**src/rtl/jtw_pkg.sv**
```systemverilog
// Package with the TAP state codes, transition tables and microcode types of the state walker.
`timescale 1ns / 1ps

package jtw_pkg;

  // TAP state codes in standard order, plus the unknown code.
  localparam logic [4:0] ST_TLR     = 5'd0;
  localparam logic [4:0] ST_SHDR    = 5'd4;
  localparam logic [4:0] ST_SHIR    = 5'd11;
  localparam logic [4:0] ST_UNKNOWN = 5'd16;

  // Command opcodes.
  localparam logic [1:0] OP_GOTO       = 2'd0;
  localparam logic [1:0] OP_RESET      = 2'd1;
  localparam logic [1:0] OP_SHIFT_EXIT = 2'd2;

  // Limits.
  localparam logic [5:0] MAX_EXTRA_ZEROS = 6'd48;
  localparam logic [5:0] RESULT_LIMIT    = 6'd60;
  localparam logic [2:0] RESET_ONES_LEFT = 3'd4;

  // Microprogram entry points and steps.
  localparam logic [2:0] PC_G_ONES = 3'd0;
  localparam logic [2:0] PC_G_XONE = 3'd1;
  localparam logic [2:0] PC_WALK   = 3'd2;
  localparam logic [2:0] PC_ZERO   = 3'd3;
  localparam logic [2:0] PC_R_ONES = 3'd4;
  localparam logic [2:0] PC_B_ONES = 3'd5;
  localparam logic [2:0] PC_SHX    = 3'd6;

  // Control word fields.
  typedef enum logic [1:0] {GD_ALWAYS, GD_NOT_AT_TGT, GD_ZEROS_NZ} guard_t;
  typedef enum logic [1:0] {TS_ZERO, TS_ONE, TS_ROUTE} tms_sel_t;
  typedef enum logic [2:0] {SO_HOLD, SO_ADV, SO_RST5, SO_TLR, SO_SHEXIT} st_op_t;
  typedef enum logic [1:0] {LS_NONE, LS_CNT_Z, LS_WALK_END, LS_ZEROS_ONE} last_sel_t;
  typedef enum logic [1:0] {CD_ALWAYS, CD_CNT_Z, CD_NXT_AT_TGT, CD_ZEROS_LE1} cond_t;
  typedef enum logic [1:0] {AC_NEXT, AC_STAY, AC_END} act_t;

  typedef struct packed {
    guard_t    guard;
    logic      emit;
    tms_sel_t  tms_sel;
    st_op_t    st_op;
    logic      cnt_dec;
    logic      zeros_dec;
    logic      bad;
    last_sel_t last_sel;
    cond_t     cond;
    act_t      on_true;
    act_t      on_false;
  } ctrl_t;

  // Status from the datapath to the sequencer.
  typedef struct packed {
    logic unknown;
    logic in_shift;
    logic cond_true;
    logic stall;
  } dp_stat_t;

  // Strobes from the sequencer to the datapath.
  typedef struct packed {
    logic busy;
    logic start;
    logic fire;
  } seq_ctl_t;

  // Standard TAP transition; the unknown state stays unknown.
  function automatic logic [4:0] tap_next(logic [4:0] s, logic tms);
    logic [4:0] n;
    unique case (s)
      5'd0:    n = tms ? 5'd0  : 5'd1;
      5'd1:    n = tms ? 5'd2  : 5'd1;
      5'd2:    n = tms ? 5'd9  : 5'd3;
      5'd3:    n = tms ? 5'd5  : 5'd4;
      5'd4:    n = tms ? 5'd5  : 5'd4;
      5'd5:    n = tms ? 5'd8  : 5'd6;
      5'd6:    n = tms ? 5'd7  : 5'd6;
      5'd7:    n = tms ? 5'd8  : 5'd4;
      5'd8:    n = tms ? 5'd2  : 5'd1;
      5'd9:    n = tms ? 5'd0  : 5'd10;
      5'd10:   n = tms ? 5'd12 : 5'd11;
      5'd11:   n = tms ? 5'd12 : 5'd11;
      5'd12:   n = tms ? 5'd15 : 5'd13;
      5'd13:   n = tms ? 5'd14 : 5'd13;
      5'd14:   n = tms ? 5'd15 : 5'd11;
      5'd15:   n = tms ? 5'd2  : 5'd1;
      default: n = ST_UNKNOWN;
    endcase
    return n;
  endfunction

  // TMS bit that moves the current state one step along the routing to the target.
  function automatic logic route_tms(logic [4:0] cur, logic [3:0] tgt);
    logic t;
    case (cur)
      5'd0:    t = 1'b0;
      5'd2:    t = !(tgt >= 4'd3 && tgt <= 4'd8);
      5'd3:    t = (tgt != 4'd4);
      5'd5:    t = !(tgt >= 4'd4 && tgt <= 4'd7);
      5'd7:    t = !(tgt >= 4'd4 && tgt <= 4'd6);
      5'd8:    t = (tgt != 4'd1);
      5'd9:    t = !(tgt >= 4'd10);
      5'd10:   t = (tgt != 4'd11);
      5'd12:   t = !(tgt >= 4'd11 && tgt <= 4'd14);
      5'd14:   t = !(tgt >= 4'd11 && tgt <= 4'd13);
      5'd15:   t = (tgt != 4'd1);
      default: t = 1'b1;
    endcase
    return t;
  endfunction

endpackage

```
**src/rtl/jtw_if.sv**
```systemverilog
// Valid/ready channel interfaces for command items and TMS result items.
`timescale 1ns / 1ps

interface jtw_in_if;
  logic       valid;
  logic       ready;
  logic [1:0] opcode;
  logic [3:0] target_state;
  logic [5:0] extra_zeros;
  logic       shift_tms;

  modport source (output valid, output opcode, output target_state, output extra_zeros,
                  output shift_tms, input ready);
  modport sink (input valid, input opcode, input target_state, input extra_zeros,
                input shift_tms, output ready);
endinterface

interface jtw_out_if;
  logic       valid;
  logic       ready;
  logic       tms_bit;
  logic [4:0] state_after;
  logic       bad_state;
  logic       last_bit;

  modport source (output valid, output tms_bit, output state_after, output bad_state,
                  output last_bit, input ready);
  modport sink (input valid, input tms_bit, input state_after, input bad_state,
                input last_bit, output ready);
endinterface

```
**src/rtl/jtw_ucode_rom.sv**
```systemverilog
// Microcode table: one control word per program step.
`timescale 1ns / 1ps

module jtw_ucode_rom
  import jtw_pkg::*;
(
  input  logic [2:0] pc,
  output ctrl_t      ctrl
);

  // Program: goto reset ones, extra one, route walk, extra zeros; reset ones; bad-state ones; shift exit step.
  always_comb begin
    unique case (pc)
      PC_G_ONES: ctrl = '{GD_ALWAYS, 1'b1, TS_ONE, SO_RST5, 1'b1, 1'b0, 1'b0,
                          LS_NONE, CD_CNT_Z, AC_NEXT, AC_STAY};
      PC_G_XONE: ctrl = '{GD_ALWAYS, 1'b1, TS_ONE, SO_TLR, 1'b0, 1'b0, 1'b0,
                          LS_WALK_END, CD_ALWAYS, AC_NEXT, AC_NEXT};
      PC_WALK:   ctrl = '{GD_NOT_AT_TGT, 1'b1, TS_ROUTE, SO_ADV, 1'b0, 1'b0, 1'b0,
                          LS_WALK_END, CD_NXT_AT_TGT, AC_NEXT, AC_STAY};
      PC_ZERO:   ctrl = '{GD_ZEROS_NZ, 1'b1, TS_ZERO, SO_ADV, 1'b0, 1'b1, 1'b0,
                          LS_ZEROS_ONE, CD_ZEROS_LE1, AC_END, AC_STAY};
      PC_R_ONES: ctrl = '{GD_ALWAYS, 1'b1, TS_ONE, SO_RST5, 1'b1, 1'b0, 1'b0,
                          LS_CNT_Z, CD_CNT_Z, AC_END, AC_STAY};
      PC_B_ONES: ctrl = '{GD_ALWAYS, 1'b1, TS_ONE, SO_RST5, 1'b1, 1'b0, 1'b1,
                          LS_CNT_Z, CD_CNT_Z, AC_END, AC_STAY};
      PC_SHX:    ctrl = '{GD_ALWAYS, 1'b0, TS_ZERO, SO_SHEXIT, 1'b0, 1'b0, 1'b0,
                          LS_NONE, CD_ALWAYS, AC_END, AC_END};
      default:   ctrl = '{GD_ALWAYS, 1'b0, TS_ZERO, SO_HOLD, 1'b0, 1'b0, 1'b0,
                          LS_NONE, CD_ALWAYS, AC_END, AC_END};
    endcase
  end

endmodule

```
**src/rtl/jtw_sequencer.sv**
```systemverilog
// Step counter with command dispatch and conditional branching over the microprogram.
`timescale 1ns / 1ps

module jtw_sequencer
  import jtw_pkg::*;
(
  input  logic       clk,
  input  logic       rst_n,
  input  logic       in_valid,
  input  logic [1:0] in_opcode,
  input  ctrl_t      ctrl,
  input  dp_stat_t   stat,
  output logic [2:0] pc,
  output seq_ctl_t   seq
);

  logic       busy_r, busy_nxt;
  logic [2:0] pc_r, pc_nxt;
  logic       start;
  logic       fire;
  act_t       act;

  assign start = in_valid && !busy_r;
  assign fire  = busy_r && !stat.stall;
  assign act   = stat.cond_true ? ctrl.on_true : ctrl.on_false;

  // Dispatch a new command or advance the program by the branch of the current step.
  always_comb begin
    busy_nxt = busy_r;
    pc_nxt   = pc_r;
    if (start) begin
      busy_nxt = 1'b1;
      case (in_opcode)
        OP_GOTO:       pc_nxt = stat.unknown ? PC_G_ONES : PC_WALK;
        OP_RESET:      pc_nxt = PC_R_ONES;
        OP_SHIFT_EXIT: pc_nxt = stat.in_shift ? PC_SHX : PC_B_ONES;
        default:       busy_nxt = 1'b0;
      endcase
    end else if (fire) begin
      unique case (act)
        AC_NEXT: pc_nxt = pc_r + 3'd1;
        AC_STAY: pc_nxt = pc_r;
        AC_END:  busy_nxt = 1'b0;
        default: busy_nxt = 1'b0;
      endcase
    end
  end

  // Step counter and busy flag.
  always_ff @(posedge clk) begin
    if (!rst_n) begin
      busy_r <= 1'b0;
      pc_r   <= PC_G_ONES;
    end else begin
      busy_r <= busy_nxt;
      pc_r   <= pc_nxt;
    end
  end

  assign pc  = pc_r;
  assign seq = '{busy: busy_r, start: start, fire: fire};

  // A shift exit from a shift state runs the single exit step.
  assert property (@(posedge clk) disable iff (!rst_n)
    start && in_opcode == OP_SHIFT_EXIT && stat.in_shift |=> busy_r && pc_r == PC_SHX)
    else $error("shift exit did not dispatch to the exit step");

  // The step counter never leaves the program while busy.
  assert property (@(posedge clk) disable iff (!rst_n)
    busy_r |-> pc_r <= PC_SHX)
    else $error("step counter outside the program");

  // A new command is only taken when the previous one has ended.
  assert property (@(posedge clk) disable iff (!rst_n)
    busy_r && !(fire && act == AC_END) |=> busy_r)
    else $error("command ended without an end step");

endmodule

```
**src/rtl/jtw_datapath.sv**
```systemverilog
// TAP state model, bit counters and registered result stage driven by the control word.
`timescale 1ns / 1ps

module jtw_datapath
  import jtw_pkg::*;
(
  input  logic       clk,
  input  logic       rst_n,
  input  ctrl_t      ctrl,
  input  seq_ctl_t   seq,
  input  logic [3:0] in_target_state,
  input  logic [5:0] in_extra_zeros,
  input  logic       in_shift_tms,
  input  logic       out_ready,
  output dp_stat_t   stat,
  output logic       out_valid,
  output logic       out_tms_bit,
  output logic [4:0] out_state_after,
  output logic       out_bad_state,
  output logic       out_last_bit
);

  logic [4:0] tap_state_r;
  logic [3:0] target_r;
  logic       stms_r;
  logic [2:0] cnt_r;
  logic [5:0] zeros_r;
  logic [5:0] ecnt_r;
  logic       out_valid_r;
  logic       tms_r;
  logic [4:0] st_out_r;
  logic       bad_r;
  logic       last_r;

  logic       at_tgt;
  logic       guard_ok;
  logic       tms;
  logic [4:0] st_step;
  logic [4:0] st_raw;
  logic [4:0] st_nxt;
  logic       cond_true;
  logic       last_c;
  logic       report;
  logic       slot_free;

  // Guard, TMS choice and next state for the current step.
  always_comb begin
    at_tgt = (tap_state_r == {1'b0, target_r});
    case (ctrl.guard)
      GD_ALWAYS:     guard_ok = 1'b1;
      GD_NOT_AT_TGT: guard_ok = !at_tgt;
      GD_ZEROS_NZ:   guard_ok = (zeros_r != 6'd0);
      default:       guard_ok = 1'b0;
    endcase
    case (ctrl.tms_sel)
      TS_ZERO:  tms = 1'b0;
      TS_ONE:   tms = 1'b1;
      TS_ROUTE: tms = route_tms(tap_state_r, target_r);
      default:  tms = 1'b1;
    endcase
    st_step = tap_next(tap_state_r, tms);
    case (ctrl.st_op)
      SO_HOLD:   st_raw = tap_state_r;
      SO_ADV:    st_raw = st_step;
      SO_RST5:   st_raw = (cnt_r == 3'd0) ? ST_TLR : st_step;
      SO_TLR:    st_raw = ST_TLR;
      SO_SHEXIT: st_raw = stms_r ? tap_state_r + 5'd1 : tap_state_r;
      default:   st_raw = tap_state_r;
    endcase
    st_nxt = guard_ok ? st_raw : tap_state_r;
  end

  // Branch condition and final-bit test, on counter values before the step and the state after it.
  always_comb begin
    case (ctrl.cond)
      CD_ALWAYS:     cond_true = 1'b1;
      CD_CNT_Z:      cond_true = (cnt_r == 3'd0);
      CD_NXT_AT_TGT: cond_true = (st_nxt == {1'b0, target_r});
      CD_ZEROS_LE1:  cond_true = (zeros_r <= 6'd1);
      default:       cond_true = 1'b1;
    endcase
    case (ctrl.last_sel)
      LS_NONE:      last_c = 1'b0;
      LS_CNT_Z:     last_c = (cnt_r == 3'd0);
      LS_WALK_END:  last_c = (st_nxt == {1'b0, target_r}) && (zeros_r == 6'd0);
      LS_ZEROS_ONE: last_c = (zeros_r == 6'd1);
      default:      last_c = 1'b0;
    endcase
  end

  // An emitted bit is reported while the result count is under the limit.
  assign report    = seq.busy && ctrl.emit && guard_ok && (ecnt_r < RESULT_LIMIT);
  assign slot_free = !out_valid_r || out_ready;

  assign stat = '{unknown:   (tap_state_r >= ST_UNKNOWN),
                  in_shift:  (tap_state_r == ST_SHDR) || (tap_state_r == ST_SHIR),
                  cond_true: cond_true,
                  stall:     report && !slot_free};

  // Control registers: state model, counters and result valid.
  always_ff @(posedge clk) begin
    if (!rst_n) begin
      tap_state_r <= ST_UNKNOWN;
      cnt_r       <= 3'd0;
      zeros_r     <= 6'd0;
      ecnt_r      <= 6'd0;
      out_valid_r <= 1'b0;
    end else begin
      if (seq.start) begin
        cnt_r   <= RESET_ONES_LEFT;
        zeros_r <= (in_extra_zeros > MAX_EXTRA_ZEROS) ? MAX_EXTRA_ZEROS : in_extra_zeros;
        ecnt_r  <= 6'd0;
      end else if (seq.fire) begin
        tap_state_r <= st_nxt;
        if (guard_ok && ctrl.cnt_dec) begin
          cnt_r <= cnt_r - 3'd1;
        end
        if (guard_ok && ctrl.zeros_dec) begin
          zeros_r <= zeros_r - 6'd1;
        end
        if (report) begin
          ecnt_r <= ecnt_r + 6'd1;
        end
      end
      if (seq.fire && report) begin
        out_valid_r <= 1'b1;
      end else if (out_ready) begin
        out_valid_r <= 1'b0;
      end
    end
  end

  // Command operands and result payload.
  always_ff @(posedge clk) begin
    if (seq.start) begin
      target_r <= in_target_state;
      stms_r   <= in_shift_tms;
    end
    if (seq.fire && report) begin
      tms_r    <= tms;
      st_out_r <= st_nxt;
      bad_r    <= ctrl.bad;
      last_r   <= last_c || (ecnt_r == RESULT_LIMIT - 6'd1);
    end
  end

  assign out_valid       = out_valid_r;
  assign out_tms_bit     = tms_r;
  assign out_state_after = st_out_r;
  assign out_bad_state   = bad_r;
  assign out_last_bit    = last_r;

  // The state model only ever holds a TAP state or the unknown code.
  assert property (@(posedge clk) disable iff (!rst_n) tap_state_r <= ST_UNKNOWN)
    else $error("state model out of range");

  // The result count never passes the per-command limit.
  assert property (@(posedge clk) disable iff (!rst_n) ecnt_r <= RESULT_LIMIT)
    else $error("result count beyond limit");

  // The route walk runs only from a known state.
  assert property (@(posedge clk) disable iff (!rst_n)
    seq.fire && ctrl.tms_sel == TS_ROUTE |-> tap_state_r < ST_UNKNOWN)
    else $error("route walk from unknown state");

  // The extra zero count stays saturated.
  assert property (@(posedge clk) disable iff (!rst_n) zeros_r <= MAX_EXTRA_ZEROS)
    else $error("extra zero count above saturation");

endmodule

```
**src/rtl/jtag_tap_state_walker.sv**
```systemverilog
// Top level of the JTAG TAP state walker: channels, sequencer, microcode table and datapath.
`timescale 1ns / 1ps

// Each command item is turned into a stream of TMS result items, one per clock while the
// result side takes them. A microcoded sequencer steps one control word per clock unless
// the result side stalls it: reset sends the reset ones; shift exit moves on from a shift
// state without a result, else sends the reset ones marked bad; goto from a known state
// sends the walk bits and extra zeros, the walk or zero step still running without a result
// when either is empty; goto from the unknown state first sends the reset ones and the extra
// one. Extra zeros saturate at 48, and at most 60 results are reported per command. A new
// command is taken the cycle after the previous one ends, even while its final result still
// waits in the output register. After reset the modelled TAP state is unknown (code 16).
module jtag_tap_state_walker
  import jtw_pkg::*;
(
  input  logic clk,
  input  logic rst_n,
  jtw_in_if.sink    in_ch,
  jtw_out_if.source out_ch
);

  logic [2:0] pc;
  ctrl_t      ctrl;
  dp_stat_t   stat;
  seq_ctl_t   seq;

  assign in_ch.ready = !seq.busy;

  // Control program lookup.
  jtw_ucode_rom u_rom (
    .pc   (pc),
    .ctrl (ctrl)
  );

  // Step counter and dispatch.
  jtw_sequencer u_seq (
    .clk       (clk),
    .rst_n     (rst_n),
    .in_valid  (in_ch.valid),
    .in_opcode (in_ch.opcode),
    .ctrl      (ctrl),
    .stat      (stat),
    .pc        (pc),
    .seq       (seq)
  );

  // State model and result stage.
  jtw_datapath u_dp (
    .clk             (clk),
    .rst_n           (rst_n),
    .ctrl            (ctrl),
    .seq             (seq),
    .in_target_state (in_ch.target_state),
    .in_extra_zeros  (in_ch.extra_zeros),
    .in_shift_tms    (in_ch.shift_tms),
    .out_ready       (out_ch.ready),
    .stat            (stat),
    .out_valid       (out_ch.valid),
    .out_tms_bit     (out_ch.tms_bit),
    .out_state_after (out_ch.state_after),
    .out_bad_state   (out_ch.bad_state),
    .out_last_bit    (out_ch.last_bit)
  );

endmodule
```
**src/flat_wrapper.sv**
```systemverilog
// flat-port wrapper written by rule: the top's interface ports become plain ports
module jtag_tap_state_walker_flat import jtw_pkg::*;
  (clk, rst_n, in_ch_valid, in_ch_opcode, in_ch_target_state, in_ch_extra_zeros, in_ch_shift_tms, in_ch_ready, out_ch_valid, out_ch_tms_bit, out_ch_state_after, out_ch_bad_state, out_ch_last_bit, out_ch_ready);
  jtw_in_if in_ch_i ();
  jtw_out_if out_ch_i ();
  input  logic clk;
  input  logic rst_n;
  input wire logic [$bits(in_ch_i.valid)-1:0] in_ch_valid;
  input wire logic [$bits(in_ch_i.opcode)-1:0] in_ch_opcode;
  input wire logic [$bits(in_ch_i.target_state)-1:0] in_ch_target_state;
  input wire logic [$bits(in_ch_i.extra_zeros)-1:0] in_ch_extra_zeros;
  input wire logic [$bits(in_ch_i.shift_tms)-1:0] in_ch_shift_tms;
  output wire logic [$bits(in_ch_i.ready)-1:0] in_ch_ready;
  output wire logic [$bits(out_ch_i.valid)-1:0] out_ch_valid;
  output wire logic [$bits(out_ch_i.tms_bit)-1:0] out_ch_tms_bit;
  output wire logic [$bits(out_ch_i.state_after)-1:0] out_ch_state_after;
  output wire logic [$bits(out_ch_i.bad_state)-1:0] out_ch_bad_state;
  output wire logic [$bits(out_ch_i.last_bit)-1:0] out_ch_last_bit;
  input wire logic [$bits(out_ch_i.ready)-1:0] out_ch_ready;
  assign in_ch_i.valid = in_ch_valid;
  assign in_ch_i.opcode = in_ch_opcode;
  assign in_ch_i.target_state = in_ch_target_state;
  assign in_ch_i.extra_zeros = in_ch_extra_zeros;
  assign in_ch_i.shift_tms = in_ch_shift_tms;
  assign in_ch_ready = in_ch_i.ready;
  assign out_ch_valid = out_ch_i.valid;
  assign out_ch_tms_bit = out_ch_i.tms_bit;
  assign out_ch_state_after = out_ch_i.state_after;
  assign out_ch_bad_state = out_ch_i.bad_state;
  assign out_ch_last_bit = out_ch_i.last_bit;
  assign out_ch_i.ready = out_ch_ready;
  jtag_tap_state_walker u_core (.clk(clk), .rst_n(rst_n), .in_ch(in_ch_i), .out_ch(out_ch_i));
endmodule
```
**config.mk**
```make
export PLATFORM = sky130hd
export DESIGN_NAME = jtag_tap_state_walker_flat
export DESIGN_NICKNAME = d
export VERILOG_FILES = /design/src/rtl/jtw_pkg.sv /design/src/rtl/jtw_if.sv /design/src/rtl/jtw_ucode_rom.sv /design/src/rtl/jtw_sequencer.sv /design/src/rtl/jtw_datapath.sv /design/src/rtl/jtag_tap_state_walker.sv /design/src/flat_wrapper.sv
export SDC_FILE = /design/constraint.sdc
export NUM_CORES = 1
export LEC_CHECK = 0
export BUFFER_PORTS_ARGS = -buffer_cell sky130_fd_sc_hd__buf_4
export CAP_MARGIN = 20
export CORE_ASPECT_RATIO = 0.6
export CORE_MARGIN = 10
export CORE_UTILIZATION = 35
export DETAILED_ROUTE_END_ITERATION = 8
export GPL_TIMING_DRIVEN = 1
export SLEW_MARGIN = 20
export SYNTH_ARGS = -nofsm -noshare
export SYNTH_HDL_FRONTEND = slang
export SYNTH_HIERARCHICAL = 1
export SYNTH_SLANG_ARGS = --single-unit
```
**constraint.sdc**
```tcl
create_clock -name clk -period 4.95 [get_ports clk]
set_input_delay 0.7425 -clock clk [delete_from_list [all_inputs] [get_ports clk]]
set_output_delay 0.7425 -clock clk [all_outputs]
set_load 0.005 [all_outputs]
```
Word level (Yosys, flattened, before mapping)
Cells that the tools add are included.
Operators by class
  equal/unequal tests: 46
  add/sub/neg operators: 5
  bitwise logic cells: 2
  multiplexer cells: 43
  $lt $le $gt $ge: 13
  reductions and logical operators: 59
Operators with widths (count)
  one-hot mux 19 bit (7 select lines): 1
  one-hot mux 5 bit (12 select lines): 1
  equality test 5 x 4 -> 1 bit (second input constant): 8
  2-to-1 mux 3 bit: 8
  2-to-1 mux 6 bit: 4
  equality test 5 x 3 -> 1 bit (second input constant): 4
  one-hot mux 5 bit (4 select lines): 1
  2-to-1 mux 4 bit: 4
  logical AND 1 bit: 15
  2-to-1 mux 5 bit: 3
  equality test 2 bit (second input constant): 7
  equality test 3 x 2 -> 1 bit (second input constant): 4
  equality test 3 bit (second input constant): 4
  <= comparator 4 bit (second input constant): 3
  zero test 2 bit: 6
  2-to-1 mux 2 bit: 6
  AND reduction 2 bit: 6
  zero test 1 bit: 11
  equality test 2 x 1 -> 1 bit (second input constant): 5
  equality test 5 x 2 -> 1 bit (second input constant): 2
  equality test 5 x 4 -> 1 bit: 2
  one-hot mux 1 bit (10 select lines): 1
  nonzero test 2 bit: 5
  OR reduction 2 bit: 5
  other kinds (34): 52
Word-level totals
  logic and storage cells: 182
  bits in registers: 38

Logic depth before layout (Yosys ltp)
Gate-level depths: netlist of the first run.
  depth in word-level cells: 18
  mapped depth: 21

Cells and area by module
Netlist of the first run, hierarchy kept.
By module, submodules not included
  jtw_datapath: instances 1, area an instance 2682.6 µm², cells an instance 323
  jtw_sequencer: instances 1, area an instance 369.1 µm², cells an instance 42
  jtw_ucode_rom: instances 1, area an instance 150.1 µm², cells an instance 23
  jtag_tap_state_walker: instances 1, area an instance 3.8 µm², cells an instance 1

Worst setup path before layout of the first run
OpenSTA, ideal clock, no wires.
  kind: reg-to-reg
  from: register u_core.u_dp.tap_state_r[3]
  to: register u_core.u_seq.pc_r[0] (netlist: u_core/u_seq/pc[0])
  arrival: 3.843 ns
  cell stages (with the launch flop): 22
  data required time: 4.830 ns
  setup slack: 0.987 ns
  cells stage by stage: dfxtp_1 > buf_6 > buf_6 > clkbuf_1 > and3_1 > ha_1 > a31oi_1 > a31oi_1 > a2bb2oi_1 > o41ai_4 > and2_1 > buf_2 > a2111oi_2 > mux2i_1 > nand4_1 > a32oi_1 > buf_4 > mux2i_1 > and3_4 > buf_6 > o2111a_1 > o31a_1
On the way
  word-level cells in the longest chain between the ends: 15
  elaborated cells on any way between the ends: 59
Ends and longest elaborated chain
  from (decl): line jtw_datapath.sv:23  | logic [4:0] tap_state_r;
  from (signal assigned): line jtw_datapath.sv:114  | tap_state_r <= st_nxt;
  equality test 5 x 4 -> 1 bit: line jtw_pkg.sv:71, jtw_pkg.sv:96
  OR reduction 2 bit (no source line)
  one-hot mux 1 bit (10 select lines): line jtw_pkg.sv:96  | case (cur)
  one-hot mux 1 bit (2 select lines): line jtw_datapath.sv:55  | case (ctrl.tms_sel)
  2-to-1 mux 2 bit (tied with other cells)
  one-hot mux 5 bit (12 select lines): line jtw_pkg.sv:71  | unique case (s)
  2-to-1 mux 5 bit: line jtw_datapath.sv:65  | SO_RST5: st_raw = (cnt_r == 3'd0) ? ST_TLR : st_step;
  one-hot mux 5 bit (4 select lines): line jtw_datapath.sv:62  | case (ctrl.st_op)
  2-to-1 mux 5 bit (*): line jtw_datapath.sv:70  | st_nxt = guard_ok ? st_raw : tap_state_r;
  equality test 5 x 4 -> 1 bit (*): line jtw_datapath.sv:78  | CD_NXT_AT_TGT: cond_true = (st_nxt == {1'b0, target_r});
  one-hot mux 1 bit (4 select lines) (*): line jtw_datapath.sv:75  | case (ctrl.cond)
  net u_core.u_dp.cond_true: line jtw_datapath.sv:41  | logic cond_true;
  2-to-1 mux 2 bit (*): line jtw_sequencer.sv:25  | assign act = stat.cond_true ? ctrl.on_true : ctrl.on_false;
  zero test 2 bit (*): line jtw_sequencer.sv:40  | unique case (act)
  nonzero test 2 bit (no source line) (*)
  AND reduction 3 bit (no source line) (*)
  to (signal assigned): line jtw_sequencer.sv:56  | pc_r <= pc_nxt;
  to (decl): line jtw_sequencer.sv:18  | logic [2:0] pc_r, pc_nxt;
Mark *: on every way through the listed nets, which the timed path passes. The rest lies on a longest branch.
A chain may end at the register's enable or synchronous reset.

==> impl_results.md, run 1 <==
- CORE AREA: 8720 um^2
- Yosys top cell by area: dfxtp_1
- Top-area cell type share of the netlist area: 15.6%
- Final setup fails: 0
- Worst setup SP type: flop
- Status: completed
- Pins over their slew limit: 0
- Site row count: 26
- Top Layer Used: met4
- Crit. End Element: flop
- CP arrival: 4690 ps
- Asr flop ratio synth: 0%
- CP required: roughly 5100 ps
- DR WL met3: ~1100 um
- Final core utilization: 40.8%
- Slowest Stage Delay on Critical Path: 530 ps
- RR Endpoint: u_core/u_seq/pc[0]
- Post-synth cell types: between 70 and 80
- Final clock skew: 5.03 ps
- Tmin final: ~4500 ps
- Setup TNS: 0 ps
- Mapped cell area: roughly 3200 um^2
- Die area: about 14000 um^2
- Post-Place Cells: 504
- Initial antenna violation count: 0
- Vias/cell: 5.68
- Fill cell count: 867
- Clk sinks: 38
- Non-Filler Instances: 512
- Syn-to-layout area delta: 10.9%
- Synth Area per Inst: ~8 um^2
- DRT antenna net count: 0
- Seq cells post-synth: 38
- CP max-delay cell: o41ai_4
- RSZ-0062 raised after global routing: false
- Metal2 WL: 3060 um
- Clock buffer depth: 2
- CTS root buf: clkbuf_16
- Endpoints failing hold: 0
- Overall Power: 945 uW
- WL per Instance: roughly 17 um
- N_diodes: 0
- Post-DP Area: 3390 um^2
- Reg2reg path depth: 14
- Commonest non-fill, non-tap cells in the layout: nor2_1 (50), buf_4 (35), nand2_1 (28), dfxtp_1 (25), inv_1 (23)
- Count of buffers from port buffering: 26
- Syn_nets: 420
- CTS tree: built
- Initial Utilization: 36.8%
- Number of DRC markers in iteration 0: 300
- Area contributors post-synth: dfxtp_1 (16%), edfxtp_1 (12%), nor2_1 (5.9%)
- Tcrit/Tclk final: 91.5%
- CTS H-tree lvls: 2
- First-pass DRT Iterations: 5
- Hold Path Class: flop to flop
- Main synth FF type: dfxtp_1
- Post-CTS sizing: 0
- Die height: 94.1 um
- Leak pwr: 1.43 nW
- CP Cell Sequence: ha_1 > o21bai_1 > a2111oi_2 > a2111oi_2 > o41ai_4 > and2_1 > a311o_1 > xnor2_1 > nand4_1 > a32oi_1 > mux2i_1 > and3_4 > nor3b_1 > o31a_1
- HPWL Detailed: 6770 um
- Min-delay src: u_core/u_dp/cnt_r[1]
- Ys Warns: 6
- Worst slew pin tran: 755 ps
- Crit path kind: flop to flop
- Worst hold slack: 490 ps
- Maximum vdd drop: between 0.1 and 0.15 mV
- Final RePlAce weighted congestion: 0.962
- Final Net Count: 430
- Reg2reg start: u_core/u_dp/tap_state_r[0]
- Post-synth EDFFs: 13
- Maximum fanout along the worst path: 9
- Total CTS buffers: 5
- Clk Latency, worst-skew pair: around 280 ps
- Postcts setup bufs: 0
- Slew HR: 49.6%
- Metal-1 WL: 4370 um
- Final WS setup: 421 ps
- MaxCap Viol Count: 0
- Global router's overall resource usage: between 10% and 20%
- Share of cells above drive strength 1: 16.3%
- P per Cell Area: 266 nW/um^2
- Seq/Total Area, Yosys: 27.8%
- First-pass GRT wire length: around 14000 um
- Setup slack after placement: between 500 and 600 ps
- Fmax: 0.221 GHz
- Vias in the first global route: 2707
- Die Width: 144 um
- Hold path depth: 2
- Synth Instances: between 300 and 400
- Remaining global-route overflow: 0
- Design Area, Final: 3550 um^2
- Most Frequent Cell on Critical Path: a2111oi_2
- I/O pins: 27
- R2R Setup Slk: around 420 ps
- DR DRC count: 0
- CTS clk-pin slew, worst paths: around 50 ps
- Post-CTS Hold Buffers: 0
- Commonest non-fill, non-tap cell in the layout: nor2_1
- Min-Delay Endpoint: u_core/u_dp/cnt_r[1]
- Routed wire length: ~8600 um
- Largest net degree at the start of global routing: 21
- Via Count: between 2000 and 3000
[metal layers]
metal  up-vias  global-route usage (%)
met5         -                       0
met4         0                    2.71
met3         8                    5.96
met2       132                    15.8
met1      1361                    19.8
li1       1409                       -
[registers in the layout (all words and copies together), names as in the netlist]
register / flops
u_core/u_dp/tap_state_r: 5
u_core/u_dp/out_state_after: 5
u_core/u_dp/target_r: 4
u_core/u_dp/out_last_bit: 1
u_core/u_dp/out_tms_bit: 1
u_core/u_dp/out_valid: 1
u_core/u_seq/busy_r: 1
u_core/u_seq/pc: 3
u_core/u_dp/cnt_r: 3
u_core/u_dp/out_bad_state: 1
u_core/u_dp/ecnt_r: 6
u_core/u_dp/zeros_r: 6
u_core/u_dp/stms_r: 1
[worst max-delay path: cells and delay by family, from the launching register on]
family                     cells  cell delay [ps]
AOI/OAI and AO/OA              7             2270
and+or+nand+nor                4              790
DFF                            1              460
adders and majority gates      1              430
muxes                          1              280
xor gates and xnor gates       1              160
[synthesized netlist by cell type (all sizes together), types with 7 or more instances]
library cell / instances
inv: 24
a211oi: 9
buf: 25
nor3: 7
ha: 14
nor3b: 9
nand2b: 8
nand2: 28
a21oi: 19
nand3: 8
clkbuf: 7
nor2: 50
edfxtp: 13
dfxtp: 25
xnor2: 10
o21ai: 10
xor2: 8
nor2b: 14
[worst max path at each step]
stage / startpoint / slack (ps) / cells after the start / to
after floorplan: u_core/u_dp/tap_state_r[3] / 990 / 21 / u_core/u_seq/pc[0]
after global placement: u_core/u_dp/tap_state_r[3] / 530 / 13 / u_core/u_seq/pc[0]
after detailed placement: u_core/u_dp/tap_state_r[0] / 560 / 15 / u_core/u_seq/pc[0]
after CTS: u_core/u_dp/tap_state_r[0] / 520 / 15 / u_core/u_seq/pc[0]
after global routing: u_core/u_seq/pc[0] / 120 / 16 / u_core/u_seq/pc[0]
final: u_core/u_dp/tap_state_r[0] / 420 / 14 / u_core/u_seq/pc[0]
[cells by family after synthesis]
kind of cell / share of synthesized area, %
adders and majority gates: 5.46
muxes: 2.34
AOI/OAI and AO/OA: 23.8
and+or+nand+nor: 25.9
DFF: 27.8
buffers and inverters: 9.72
xor gates and xnor gates: 4.92
other: 0.117
[power by group]
part	switching, mW	internal, mW
registers	0.0311	0.340
clock network	0.121	0.235
logic	0.123	0.0942
total	0.276	0.670
[cell type report]
class	instances	area, um^2	share of cell area, %
multi-input combinational	295	2000	56.4
clock inverter	3	40.0	1.13
clock buffer	5	125	3.52
timing repair buffer	35	263	7.39
tap	112	140	3.94
inverter	24	92.6	2.60
sequential	38	891	25.1
Note: power is estimated with default switching activity, not from simulation.
==> run 2: changes to the inputs <==
--- a/config.mk
+++ b/config.mk
@@ -9,9 +9,12 @@
 export CAP_MARGIN = 20
 export CORE_ASPECT_RATIO = 0.6
 export CORE_MARGIN = 10
-export CORE_UTILIZATION = 35
+export CORE_UTILIZATION = 61
 export DETAILED_ROUTE_END_ITERATION = 8
 export GPL_TIMING_DRIVEN = 1
+export HOLD_SLACK_MARGIN = 0.15
+export MAX_ROUTING_LAYER = met4
+export PLACE_DENSITY = 0.81
 export SLEW_MARGIN = 20
 export SYNTH_ARGS = -nofsm -noshare
 export SYNTH_HDL_FRONTEND = slang
==> run 2 against run 1 <==
Against the previous run: clock power decreased by 41%; sequential power hardly changed; non-clock buffer count decreased by 3; final cell count fell by 9.6%; first-iteration DRC count up 4.7%; largest power group unchanged.
==> impl_results.md, run 2 (same netlist as run 1, synthesis figures left out) <==
- Number of DRC markers in iteration 0: roughly 310
- Final clock skew: ~4.5 ps
- Tcrit/Tclk final: 92.7%
- Clk sinks: 38
- NetSw: 256 uW
- Count of buffers from port buffering: 26
- Pins over their slew limit: 0
- Vias in the first global route: 2602
- Largest net degree at the start of global routing: 27
- Slew HR: 37.1%
- Worst slew pin tran: 942 ps
- Setup slack after placement: 507 ps
- Post-CTS Hold Buffers: 0
- CTS tree: built
- Die height: 76.2 um
- Fmax: 0.218 GHz
- CORE AREA: 5080 um^2
- DR DRC count: 0
- I/O pins: 27
- First-pass GRT wire length: 13400 um
- Clock power share: 26.6%
- Initial antenna violation count: 0
- HPWL Detailed: 6470 um
- CTS clk-pin slew, worst paths: 70 ps
- Endpoints failing hold: 0
- Final WS setup: 363 ps
- Pint: 540 uW
- FF+latch area: 891 um^2
- Hold Path Class: flop to flop
- Initial Utilization: 63.1%
- Combinational power share: about 27%
- Final RePlAce weighted congestion: roughly 1.0
- Total CTS buffers: 5
- Routed wire length: 8300 um
- Global router's overall resource usage: 18.9%
- MaxCap Viol Count: 0
- First-pass DRT Iterations: 5
- CTS H-tree lvls: 2
- Commonest non-fill, non-tap cells in the layout: nor2_1 (50), buf_4 (32), nand2_1 (28), dfxtp_1 (25), inv_1 (23)
- Sw Ratio: 32.1%
- Status: completed
- Regs by FF count: u_core/u_dp/ecnt_r x6, u_core/u_dp/zeros_r x6
- CTS root buf: clkbuf_8
- Final setup fails: 0
- Vias/cell: 6.42
- Crit path kind: flop to flop
- Leak pwr: ~1.4 nW
- Clock buffer depth: 2
- CP required: 5120 ps
- Maximum vdd drop: ~0.18 mV
- Maximum fanout along the worst path: 26
- Share of cells above drive strength 1: 15.1%
- N_diodes: 0
- Fill cell count: ~430
- Final Net Count: roughly 430
- Via Count: slightly below 3000
- Setup TNS: 0 ps
- Die Width: 114 um
- CP arrival: 4760 ps
- Syn-to-layout area delta: 6.05%
- Sequential share of power: 46.2%
- RSZ-0062 raised after global routing: false
- Multi-input gate area: 2000 um^2
- P per Cell Area: around 230 nW/um^2
- Post-CTS sizing: 0
- DRT antenna net count: 0
- Remaining global-route overflow: 0
- Tmin final: 4590 ps
- Commonest non-fill, non-tap cell in the layout: nor2_1
- Crit. End Element: flop
- Die area: 8650 um^2
- Clk Latency, worst-skew pair: 280 ps
- WL per Instance: 17.9 um
- Worst setup SP type: flop
- Postcts setup bufs: 0
- Site row count: 20
==> run 2: cell types whose count changed in the layout (fill, tap and decap cells not counted), sizes merged <==
cell | before | now
buf | 35 | 32
bufinv | 1 | 0
clkbuf | 5 | 6
==> run 2: through the flow <==
| step | area, um^2 | hold slack [ps] | utilization (%) | std cells | power [mW] |
|---|---|---|---|---|---|
| after detailed placement | 3310 | 486 | 65.1 | 455 | 0.584 |
| after global routing | 3400 | 543 | 66.9 | 463 | 0.834 |
| after CTS | 3400 | 502 | 66.9 | 463 | 0.794 |
| after floorplan | 3210 | 452 | - | 389 | 0.541 |
| after global placement | 3310 | 466 | 65.1 | 455 | 0.581 |
| final | 3400 | 499 | 66.9 | 463 | 0.796 |
==> run 2: final cells by class <==
cell class | count | area share [%]
clock buffers | 6 | 2.43
inverters | 24 | 2.72
flip-flops and latches | 38 | 26.2
well taps | 66 | 2.43
multi-input cells | 295 | 58.9
clock inverters | 2 | 0.221
repair buffers | 32 | 7.07
==> run 2: path summary, 6_finish.rpt <==
path	from	to	slack, ps	cells past startpoint
hold reg to reg	u_core/u_dp/cnt_r[1]	u_core/u_dp/cnt_r[1]	500	2
setup reg to reg	u_core/u_dp/tap_state_r[3]	u_core/u_seq/pc[0]	360	13
setup / recovery	u_core/u_dp/tap_state_r[3]	u_core/u_seq/pc[0]	360	13
hold / removal	u_core/u_dp/cnt_r[1]	u_core/u_dp/cnt_r[1]	500	2
==> run 2: power groups by stage <==
stage / clock (mW) / sequential, mW / combinational, mW
2_1_floorplan: 0 / 0.358 / 0.183
3_3_place_gp: 0 / 0.372 / 0.209
3_5_place_dp: 0 / 0.373 / 0.211
4_1_cts: 0.216 / 0.366 / 0.212
5_1_grt: 0.228 / 0.370 / 0.236
6_report: 0.211 / 0.368 / 0.217
==> run 2: metal layers <==
layer  up-vias  global-route usage, %  part of all wire [%]
li1       1401                      -                     -
met1      1384                   28.0                    47
met2       184                   23.8                    39
met3         2                   7.23                    13
met4         0                   1.77                 0.096
met5         -                      -                     0
==> run 2: critical path: stages (launching register included) <==
cell and delay (ps):
dfxtp_1 940, nor3_1 140, a2111oi_2 550, a2111oi_2 110, o41ai_4 520, a21oi_1 150, a2111oi_2 480, mux2i_1 240
nand4_1 150, a32oi_1 340, mux2i_1 260, and3_4 240, nor3b_1 60, o31a_1 290
==> run 3: changes to the inputs <==
--- a/config.mk
+++ b/config.mk
@@ -9,12 +9,12 @@
 export CAP_MARGIN = 20
 export CORE_ASPECT_RATIO = 0.6
 export CORE_MARGIN = 10
-export CORE_UTILIZATION = 61
+export CORE_UTILIZATION = 62
 export DETAILED_ROUTE_END_ITERATION = 8
 export GPL_TIMING_DRIVEN = 1
 export HOLD_SLACK_MARGIN = 0.15
 export MAX_ROUTING_LAYER = met4
-export PLACE_DENSITY = 0.81
+export PLACE_DENSITY = 0.82
 export SLEW_MARGIN = 20
 export SYNTH_ARGS = -nofsm -noshare
 export SYNTH_HDL_FRONTEND = slang
==> constraint.sdc (replaced) <==
create_clock -name clk -period 5.75 [get_ports clk]
set_input_delay 0.8625 -clock clk [delete_from_list [all_inputs] [get_ports clk]]
set_output_delay 0.8625 -clock clk [all_outputs]
set_load 0.005 [all_outputs]
==> run 3 against run 2 <==
Against the previous run: combinational power shrank 19%; critical path depth grew 1; sequential power decreased by 12%; die area shrank 1.3%; via count fell by 3.4%.
==> impl_results.md, run 3 (same netlist as run 1, synthesis figures left out) <==
- Worst setup SP type: flop
- P per Cell Area: 202 nW/um^2
- Post-CTS sizing: 0
- Postcts setup bufs: 0
- Worst Setup SP: u_core/u_dp/tap_state_r[2]
- Global router's overall resource usage: between 10% and 20%
- Fmax: 0.218 GHz
- Final setup fails: 0
- Count of buffers from port buffering: 26
- Final clock skew: 9.04 ps
- Endpoints failing hold: 0
- Fill cell count: 408
- DRT antenna net count: 0
- Setup TNS: 0 ps
- Via Count: 2870
- Initial antenna violation count: 0
- CORE AREA: 5030 um^2
- Crit. End Element: flop
- Remaining global-route overflow: 0
- Initial Utilization: 63.7%
- MaxCap Viol Count: 0
- Status: completed
- WL per Instance: 17.6 um
- Commonest non-fill, non-tap cells in the layout: nor2_1 (50), buf_4 (30), nand2_1 (28), dfxtp_1 (25), inv_1 (23)
- First-pass GRT wire length: 13200 um
- Regs by FF count: u_core/u_dp/ecnt_r x6, u_core/u_dp/zeros_r x6
- Die area: 8540 um^2
- CP Cell Sequence: nor2_1 > and3_1 > or4_4 > o21ba_2 > nand2b_1 > o221ai_1 > a311o_1 > xnor2_1 > nand4_1 > a32oi_1 > mux2i_1 > and3_4 > nor3b_1 > o31a_1
- Final RePlAce weighted congestion: roughly 1.1
- Site row count: 20
- Hold Path Class: flop to flop
- Overall Power: 685 uW
- I/O pins: 27
- Pins over their slew limit: 0
- Crit path kind: flop to flop
- RR Endpoint: u_core/u_seq/pc[0]
- Hold path depth: 2
- Multi-input gate area: 2000 um^2
- Post-CTS Hold Buffers: 0
- Final Net Count: 425
- Syn-to-layout area delta: 5.62%
- Slowest Stage Delay on Critical Path: ~850 ps
- Maximum fanout along the worst path: 22
- Min-delay src: u_core/u_dp/cnt_r[1]
- CTS clk-pin slew, worst paths: ~80 ps
- Min-Delay Endpoint: u_core/u_dp/cnt_r[1]
- DR DRC count: 0
- Clk Latency, worst-skew pair: 290 ps
- Number of DRC markers in iteration 0: between 300 and 400
- FF+latch area: 891 um^2
- First-pass DRT Iterations: 5
- Largest net degree at the start of global routing: 27
- Share of cells above drive strength 1: between 10% and 20%
- Tcrit/Tclk final: approximately four fifths
- RSZ-0062 raised after global routing: false
- Die Width: 113 um
- CTS H-tree lvls: 2
- Maximum vdd drop: ~0.19 mV
- CP arrival: approximately 4800 ps
- Worst slew pin tran: 856 ps
- Vias/cell: 6.23
- Slew HR: 42.8%
- HPWL Detailed: 6360 um
- Routed wire length: 8120 um
- Clock buffer depth: 2
- CP required: between 5000 and 6000 ps
- Reg2reg start: u_core/u_dp/tap_state_r[2]
- Tmin final: 4590 ps
- Vias in the first global route: 2571
- Leak pwr: 1.37 nW
- Total CTS buffers: 5
- Reg2reg path depth: 14
- CTS root buf: clkbuf_8
- Clk sinks: 38
- Commonest non-fill, non-tap cell in the layout: nor2_1
- Die height: 75.7 um
- N_diodes: 0
- R2R Setup Slk: 1160 ps
- CP max-delay cell: dfxtp_1
- CTS tree: built
[run 3: metrics by stage]
stage	instances	setup WS, ps	utilization (%)	hold WS [ps]	cell area, um^2
after detailed placement	453	1280	65.5	491	3290
after global placement	453	1280	65.5	474	3290
after global routing	461	847	67.3	553	3390
final	461	1160	67.3	505	3390
after CTS	461	1260	67.3	509	3390
after floorplan	389	1790	-	452	3210
[run 3: worst max-delay path: cells and delay by family (launching register included)]
kind / cells / cell delay, ps
AO/OA/AOI/OAI: 5 / 1450
AND/OR/NAND/NOR: 7 / 1690
multiplexers: 1 / 300
flip-flops: 1 / 850
XOR/XNOR: 1 / 170
[run 3: cell type report]
class / instances / share of cell area [%]
multi-input combinational: 295 / 59.2
sequential: 38 / 26.3
timing repair buffer: 30 / 6.65
inverter: 24 / 2.73
clock buffer: 7 / 2.55
tap: 66 / 2.44
clock inverter: 1 / 0.148
[run 3: layer usage]
layer	vias to the layer above	track usage (%)	routed length, um
met4	0	2.66	13
met2	124	24.7	2940
met5	-	-	0
li1	1403	-	-
met3	2	7.94	1000
met1	1341	28.8	4160
[run 3: worst max path at each step]
stage | endpoint | slack [ps] | cells past startpoint
2_1_floorplan | u_core/u_seq/pc[0] | 1790 | 21
3_3_place_gp | u_core/u_seq/pc[0] | 1280 | 14
3_5_place_dp | u_core/u_seq/pc[0] | 1280 | 14
4_1_cts | u_core/u_seq/pc[0] | 1260 | 14
5_1_grt | u_core/u_seq/pc[0] | 850 | 13
6_report | u_core/u_seq/pc[0] | 1160 | 14
[run 3: report_power, final]
part	total (mW)	internal [mW]	switching, mW
Clock	0.187	0.0967	0.0906
Sequential	0.323	0.292	0.0302
Combinational	0.175	0.0758	0.0992
Total	0.685	0.465	0.220
